$ cat config.mk
export PLATFORM = sky130hd
export DESIGN_NAME = double_ended_queue
export DESIGN_NICKNAME = d
export VERILOG_FILES = /design/src/hw/rtl/dq_pkg.sv /design/src/hw/rtl/double_ended_queue.sv /design/src/hw/rtl/dq_store.sv /design/src/hw/rtl/dq_ctrl.sv
export SDC_FILE = /design/constraint.sdc
export NUM_CORES = 1
export LEC_CHECK = 0
export BUFFER_PORTS_ARGS = -buffer_cell sky130_fd_sc_hd__buf_2
export CORE_MARGIN = 2
export CORE_UTILIZATION = 45
export CTS_CLUSTER_DIAMETER = 150
export DETAILED_ROUTE_END_ITERATION = 12
export PLACE_DENSITY = 0.74
export SLEW_MARGIN = 20
export SYNTH_ARGS = -nofsm -noshare
export SYNTH_HDL_FRONTEND = slang
export SYNTH_SLANG_ARGS = --single-unit
$ cat constraint.sdc
create_clock -name clock -period 6.2 [get_ports clock]
set_input_delay 0.93 -clock clock [delete_from_list [all_inputs] [get_ports clock]]
set_output_delay 0.93 -clock clock [all_outputs]
set_load 0.01 [all_outputs]
$ cat src/hw/rtl/dq_pkg.sv
// Types and constants of the double-ended queue.
package dq_pkg;

   localparam int KIND_W      = 3;
   localparam int VALUE_W     = 32;
   localparam int INDEX_W     = 4;
   localparam int STATUS_W    = 2;
   localparam int LEN_W       = 5;
   localparam int REQ_TDATA_W = 40;
   localparam int RSP_TDATA_W = 40;

   typedef enum logic [KIND_W-1:0] {
      RQ_PUSH_BACK  = 3'd0,
      RQ_PUSH_FRONT = 3'd1,
      RQ_POP_BACK   = 3'd2,
      RQ_POP_FRONT  = 3'd3,
      RQ_READ       = 3'd4
   } req_kind_type;

   typedef enum logic [STATUS_W-1:0] {
      ST_OK    = 2'd0,
      ST_EMPTY = 2'd1,
      ST_FULL  = 2'd2
   } status_type;

   typedef struct packed {
      logic wr_en;
      logic rd_en;
   } mem_op_type;

   typedef struct packed {
      status_type         status;
      logic               has_data;
      logic [LEN_W-1:0]   length;
   } result_type;

endpackage

$ cat src/hw/rtl/double_ended_queue.sv
// Top level of the bounded double-ended queue.
//
//   Channel   Role     Payload
//   req_*     input    tuser: request kind; tdata: value, index
//   rsp_*     output   tuser: status; tdata: data, length
//
// A request is decoded and applied to the head pointer and count in the cycle it
// is taken; the ring store is written or read at the same edge.
// Its result appears in the next cycle, with the read word from the store's
// registered port. One request per cycle is sustained while results are taken.
// A stalled result holds, and a new request is taken in the cycle its result
// leaves. Reset clears the pointer and count; the store needs no clearing.
module double_ended_queue #(
   parameter int DEPTH      = 16,
   parameter int DATA_WIDTH = 32
) (
   input  logic                           clock,
   input  logic                           reset,
   input  logic                           req_tvalid,
   output logic                           req_tready,
   // [31:0] value, [35:32] index, [39:36] zero
   input  logic [dq_pkg::REQ_TDATA_W-1:0] req_tdata,
   // [2:0] req_type
   input  logic [dq_pkg::KIND_W-1:0]      req_tuser,
   output logic                           rsp_tvalid,
   input  logic                           rsp_tready,
   // [31:0] data, [36:32] length, [39:37] zero
   output logic [dq_pkg::RSP_TDATA_W-1:0] rsp_tdata,
   // [1:0] status
   output logic [dq_pkg::STATUS_W-1:0]    rsp_tuser
);

   localparam int SW = (DATA_WIDTH < dq_pkg::VALUE_W) ? DATA_WIDTH : dq_pkg::VALUE_W;

   logic                       rsp_valid_ff, rsp_valid_in;
   logic                       accept;
   dq_pkg::mem_op_type         op;
   logic [$clog2(DEPTH)-1:0]   addr;
   logic [SW-1:0]              wdata, rdata;
   dq_pkg::result_type         result;
   logic [dq_pkg::VALUE_W-1:0] data_out;

   assign req_tready   = !reset && (!rsp_valid_ff || rsp_tready);
   assign accept       = req_tvalid && req_tready;
   assign rsp_valid_in = accept || (rsp_valid_ff && !rsp_tready);

   always_ff @(posedge clock) begin
      if (reset) begin
         rsp_valid_ff <= 1'b0;
      end else begin
         rsp_valid_ff <= rsp_valid_in;
      end
   end

   dq_ctrl #(
      .DEPTH (DEPTH),
      .SW    (SW)
   ) u_ctrl (
      .clock    (clock),
      .reset    (reset),
      .accept   (accept),
      .req_kind (req_tuser),
      .value    (req_tdata[dq_pkg::VALUE_W-1:0]),
      .index    (req_tdata[dq_pkg::VALUE_W +: dq_pkg::INDEX_W]),
      .op       (op),
      .addr     (addr),
      .wdata    (wdata),
      .result   (result)
   );

   dq_store #(
      .DEPTH (DEPTH),
      .WIDTH (SW)
   ) u_store (
      .clock (clock),
      .op    (op),
      .addr  (addr),
      .wdata (wdata),
      .rdata (rdata)
   );

   // Pushes, errors and unknown requests give a zero data word.
   always_comb begin
      data_out = '0;
      if (result.has_data) begin
         data_out[SW-1:0] = rdata;
      end
   end

   assign rsp_tvalid = rsp_valid_ff;
   assign rsp_tuser  = result.status;
   assign rsp_tdata  = {(dq_pkg::RSP_TDATA_W - dq_pkg::VALUE_W - dq_pkg::LEN_W)'(0),
                        result.length, data_out};

endmodule

$ cat src/hw/rtl/dq_store.sv
// Ring store of the queue: one synchronous port, read data registered.
module dq_store #(
   parameter int DEPTH = 16,
   parameter int WIDTH = 32
) (
   input  logic                     clock,
   input  dq_pkg::mem_op_type       op,
   input  logic [$clog2(DEPTH)-1:0] addr,
   input  logic [WIDTH-1:0]         wdata,
   output logic [WIDTH-1:0]         rdata
);

   logic [WIDTH-1:0] mem_ff [DEPTH];
   logic [WIDTH-1:0] rdata_ff;

   // The read register only loads on a read, so it holds while the result stalls.
   always_ff @(posedge clock) begin
      if (op.wr_en) begin
         mem_ff[addr] <= wdata;
      end
      if (op.rd_en) begin
         rdata_ff <= mem_ff[addr];
      end
   end

   assign rdata = rdata_ff;

endmodule

$ cat src/hw/rtl/dq_ctrl.sv
// Request decode, head pointer and entry count of the queue.
module dq_ctrl #(
   parameter int DEPTH = 16,
   parameter int SW    = 32
) (
   input  logic                       clock,
   input  logic                       reset,
   input  logic                       accept,
   input  logic [dq_pkg::KIND_W-1:0]  req_kind,
   input  logic [dq_pkg::VALUE_W-1:0] value,
   input  logic [dq_pkg::INDEX_W-1:0] index,
   output dq_pkg::mem_op_type         op,
   output logic [$clog2(DEPTH)-1:0]   addr,
   output logic [SW-1:0]              wdata,
   output dq_pkg::result_type         result
);

   localparam int AW    = $clog2(DEPTH);
   localparam int CW    = $clog2(DEPTH + 1);
   localparam int SUM_W = CW + 1;
   localparam int IW    = (CW > dq_pkg::INDEX_W) ? CW : dq_pkg::INDEX_W;
   localparam int LW    = (CW < dq_pkg::LEN_W) ? CW : dq_pkg::LEN_W;

   logic [AW-1:0]      head_ff, head_in;
   logic [CW-1:0]      count_ff, count_in;
   dq_pkg::result_type result_ff, result_in;
   dq_pkg::mem_op_type op_raw;
   logic               full, empty;

   // Offsets never exceed DEPTH, so one conditional subtract wraps the sum.
   function automatic logic [AW-1:0] ring_at(input logic [AW-1:0] h,
                                             input logic [CW-1:0] off);
      logic [SUM_W-1:0] s;
      begin
         s = SUM_W'(h) + SUM_W'(off);
         if (s >= SUM_W'(DEPTH)) begin
            s = s - SUM_W'(DEPTH);
         end
         return s[AW-1:0];
      end
   endfunction

   assign full  = (count_ff == CW'(DEPTH));
   assign empty = (count_ff == '0);
   assign wdata = value[SW-1:0];

   always_comb begin
      head_in          = head_ff;
      count_in         = count_ff;
      op_raw           = '0;
      addr             = head_ff;
      result_in.status = dq_pkg::ST_OK;
      result_in.has_data = 1'b0;
      case (req_kind)
         dq_pkg::RQ_PUSH_BACK: begin
            if (full) begin
               result_in.status = dq_pkg::ST_FULL;
            end else begin
               op_raw.wr_en = 1'b1;
               addr         = ring_at(head_ff, count_ff);
               count_in     = count_ff + 1'b1;
            end
         end
         dq_pkg::RQ_PUSH_FRONT: begin
            if (full) begin
               result_in.status = dq_pkg::ST_FULL;
            end else begin
               op_raw.wr_en = 1'b1;
               addr         = ring_at(head_ff, CW'(DEPTH - 1));
               head_in      = addr;
               count_in     = count_ff + 1'b1;
            end
         end
         dq_pkg::RQ_POP_BACK: begin
            if (empty) begin
               result_in.status = dq_pkg::ST_EMPTY;
            end else begin
               op_raw.rd_en       = 1'b1;
               result_in.has_data = 1'b1;
               addr               = ring_at(head_ff, count_ff - 1'b1);
               count_in           = count_ff - 1'b1;
            end
         end
         dq_pkg::RQ_POP_FRONT: begin
            if (empty) begin
               result_in.status = dq_pkg::ST_EMPTY;
            end else begin
               op_raw.rd_en       = 1'b1;
               result_in.has_data = 1'b1;
               addr               = head_ff;
               head_in            = ring_at(head_ff, CW'(1));
               count_in           = count_ff - 1'b1;
            end
         end
         dq_pkg::RQ_READ: begin
            if (IW'(index) >= IW'(count_ff)) begin
               result_in.status = dq_pkg::ST_EMPTY;
            end else begin
               op_raw.rd_en       = 1'b1;
               result_in.has_data = 1'b1;
               addr               = ring_at(head_ff, CW'(index));
            end
         end
         default: begin
         end
      endcase
      result_in.length         = '0;
      result_in.length[LW-1:0] = count_in[LW-1:0];
   end

   assign op.wr_en = op_raw.wr_en & accept;
   assign op.rd_en = op_raw.rd_en & accept;

   always_ff @(posedge clock) begin
      if (reset) begin
         head_ff  <= '0;
         count_ff <= '0;
      end else if (accept) begin
         head_ff  <= head_in;
         count_ff <= count_in;
      end
   end

   always_ff @(posedge clock) begin
      if (accept) begin
         result_ff <= result_in;
      end
   end

   assign result = result_ff;

endmodule

==> summary.md <==
| Metric | Value |
|---|---|
| Outcome | finished clean |
| Max Root-Sink Buffers | 3 |
| Switching power | ~1.8 mW |
| DP Worst Slack | 1.48 ns |
| DRC | 0 |
| Post-synth EDFFs | 552 |
| Post-Synthesis Cells | ~1200 |
| Critical Path RT | approximately 6.6 ns |
| Largest net degree at the start of global routing | 56 |
| Critical Path Start Type | flop |
| Least-Margin Pin Slew | roughly 1.1 ns |
| Syn Area/Cell | roughly 19 um2 |
| Vias in the first global route | approximately 12000 |
| Clk Latency, worst-skew pair | approximately 0.6 ns |
| Post-CTS resize count | 0 |
| Sink Count | ~560 |
| Tot Pwr | a little over 8 mW |
| Final HPWL from detailed placement | 27800 um |
| Most common cell after layout, fill and taps aside | edfxtp_1 |
| Setup WS post-layout | about 1.7 ns |
| Num ports | 91 |
| Post-CTS Setup Repair Bufs | 0 |
| CP max stage delay | 0.94 ns |
| Buf+Inv Stages, Crit Path | 3 |
| Initial antenna violation count | 1 |
| Die W | 231 um |
| Switch share | between 20% and 30% |
| Port bufs | between 80 and 90 |
| Die Ht | 231 um |
| Final setup vio count | 0 |
| Yosys warnings | 0 |
| Post-layout min period | roughly 4.5 ns |
| Cell Area, Synth | 23200 um2 |
| Total gr overflow | 0 |
| Core area | 51200 um2 |
| Final wirelength | between 40000 and 50000 um |
| Final Cycle Share | roughly 73% |
| Starting Density | 45.4% |
| Crit-path cells | inv_1, ha_1, inv_1, ha_1, a21o_1, a21oi_1, xnor2_1, nor2_1, nor2_1, o31a_1, nor2_4, buf_4, mux2i_1 |
| Synth Flop Type | edfxtp_1 |
| Fin. Hold Viols | 0 |
| Avg WL per Cell | 23.0 um |
| Type of the worst min-delay path | input pin to flop |
| Layout area overhead | 12.9% |
| Maximum VDD drop | 0.178 mV |
| Router iterations before antenna repair | 5 |
| GRT Total Usage | 18.0% |
| Flop and latch count out of synthesis | 562 |
| Crit path DAT | 4.95 ns |
| Ant. Diodes | 0 |
| CP endpoint kind | flop |
| MaxCap Viol Count | 0 |
| Crit path max-delay cell type | nor2_4 |
| Routed vias/inst | ~5.6 |
| TritonCTS clock tree | built |
| Max FO, Critical Path | 25 |
| Detailed Route Iter0 Violations | 1012 |
| Layout Nets | between 1000 and 1500 |
| Die Footprint | 53500 um2 |
| Pwr Density | ~310 nW/um2 |
| RSZ-0062 raised after global routing | false |
| Synth unique cells | 64 |
| Internal | between 6 and 7 mW |
| Gpl congestion | 0.854 |
| Hold Buf Count CTS | 0 |
| Setup TNS | 0 ns |
| Combinational share of power | around a tenth |
| Fmax | approximately 220 MHz |
| Seq pwr share | 51.2% |
| Ratio of cells with drive above 1 in the final layout | between 20% and 30% |
| Max_slew headroom | between 20% and 30% |
| CTS Buf Count | 54 |
| Sequential cell area fraction in the yosys report | about 72% |
| Root Buffer | clkbuf_16 |
| Leak pwr | 8.70 nW |
| Vias post-DR | 11600 |
| Post-route ant nets | 0 |
| Maximum level of the CTS H-tree | 2 |
| Final Skew | around 0.021 ns |
| Most frequent cells in the layout | 552 x edfxtp_1, 283 x mux2i_1, 83 x buf_2 |
| Clock Pin Slew Worst Setup and Hold Paths | around 0.060 ns |
| Critical path's top delay family | simple AND/OR/NAND/NOR gates |
| Final slew viol count | 0 |
| CP Class | flop to flop |
| Std-Cell Rows | just over 80 |
| Clock power share | between 30% and 40% |
| Async set or reset register ratio after synthesis | 0% |
| First-pass GRT wire length | 71700 um |
-- area by class of cell --
type | instances | area (um2)
Timing Repair Buffer | 130 | 788
Inverter | 11 | 41.3
Multi-Input combinational cell | 596 | 6110
Clock inverter | 23 | 262
Tap cell | 680 | 851
Fill cell | 3999 | 24900
Sequential cell | 562 | 16800
Clock buffer | 73 | 1430
-- flip-flops by register name, indices dropped and copies added, names as in the netlist --
register,flops
u_store.rdata,32
u_ctrl.head_ff,4
rsp_tvalid,1
u_store.mem_ff,512
u_ctrl.count_ff,5
u_ctrl.result,8
-- power by group through the flow --
stage	logic (mW)	registers [mW]	clock network, mW
global placement	0.840	4.31	0
detailed placement	0.860	4.31	0
CTS	0.864	4.23	3.26
global route	0.929	4.23	3.39
floorplan	0.655	4.30	0
finish	0.854	4.23	3.18
-- kinds of logic after synthesis --
group	after synthesis	share of synthesized area [%]
flip-flops	562	72.2
multiplexers	348	18.5
AND/OR/NAND/NOR	140	3.25
buffers and inverters	88	2.20
AO/OA/AOI/OAI	71	2.17
adder cells (fa/ha/maj)	21	1.23
XOR/XNOR	13	0.490
other	1	0.0161
-- tightest hold or removal path, cell delays in order --
cell and delay, ns:
buf_2 0.10, nor2_1 0.04, nor2_1 0.07
-- path summary, 6_finish.rpt --
check	startpoint	cells after the start	slack (ns)	endpoint
worst max-delay path	u_ctrl.count_ff[0]	13	1.66	u_store.rdata[12]
worst min-delay path	req_tvalid	3	0.59	rsp_tvalid
worst max register to register	u_ctrl.count_ff[0]	13	1.66	u_store.rdata[12]
worst min register to register	rsp_tvalid	3	0.61	rsp_tvalid
-- routing by layer --
metal	vias to the layer above	track usage, %	share of wire [%]
met5	-	0	0.029
met4	2	4.68	1.6
met3	60	3.51	5.6
met2	310	30.7	51
met1	6048	23.7	42
li1	5180	-	-
-- metrics by stage --
| stage | hold WS (ns) | cell area, um2 | std cells | utilization [%] |
|---|---|---|---|---|
| finish | 0.594 | 26300 | 2075 | 51.3 |
| global placement | 0.613 | 24500 | 1978 | 47.9 |
| detailed placement | 0.602 | 24500 | 1978 | 47.9 |
| global route | 0.624 | 26300 | 2075 | 51.3 |
| CTS | 0.553 | 26200 | 2074 | 51.2 |
| floorplan | 0.555 | 23300 | 1246 | - |
-- cells in the mapped netlist, drive strengths merged (2+ instances only) --
| cell | n | area share [%] |
|---|---|---|
| o22ai | 3 | 0.081 |
| or2 | 3 | 0.081 |
| edfxtp | 552 | 71 |
| or3 | 5 | 0.13 |
| inv | 10 | 0.16 |
| a21oi | 18 | 0.44 |
| nand2b | 4 | 0.11 |
| or4b | 2 | 0.10 |
| o211ai | 3 | 0.12 |
| xnor2 | 10 | 0.38 |
| o21a | 2 | 0.065 |
| nand2 | 24 | 0.39 |
| dfxtp | 10 | 0.86 |
| a211oi | 7 | 0.23 |
| nor3 | 13 | 0.28 |
| o31ai | 3 | 0.097 |
| buf | 63 | 1.8 |
| nor2 | 27 | 0.44 |
| a21o | 4 | 0.13 |
| xor2 | 3 | 0.11 |
| mux2i | 283 | 12 |
| nor2b | 6 | 0.16 |
| mux4 | 65 | 6.3 |
| fa | 3 | 0.26 |
| and2 | 33 | 0.89 |
| o21ai | 12 | 0.26 |
| nor4 | 10 | 0.27 |
| clkbuf | 14 | 0.23 |
| a31oi | 6 | 0.19 |
| ha | 18 | 0.97 |
| nand3 | 5 | 0.11 |
Power figures use the tool's default switching activity.
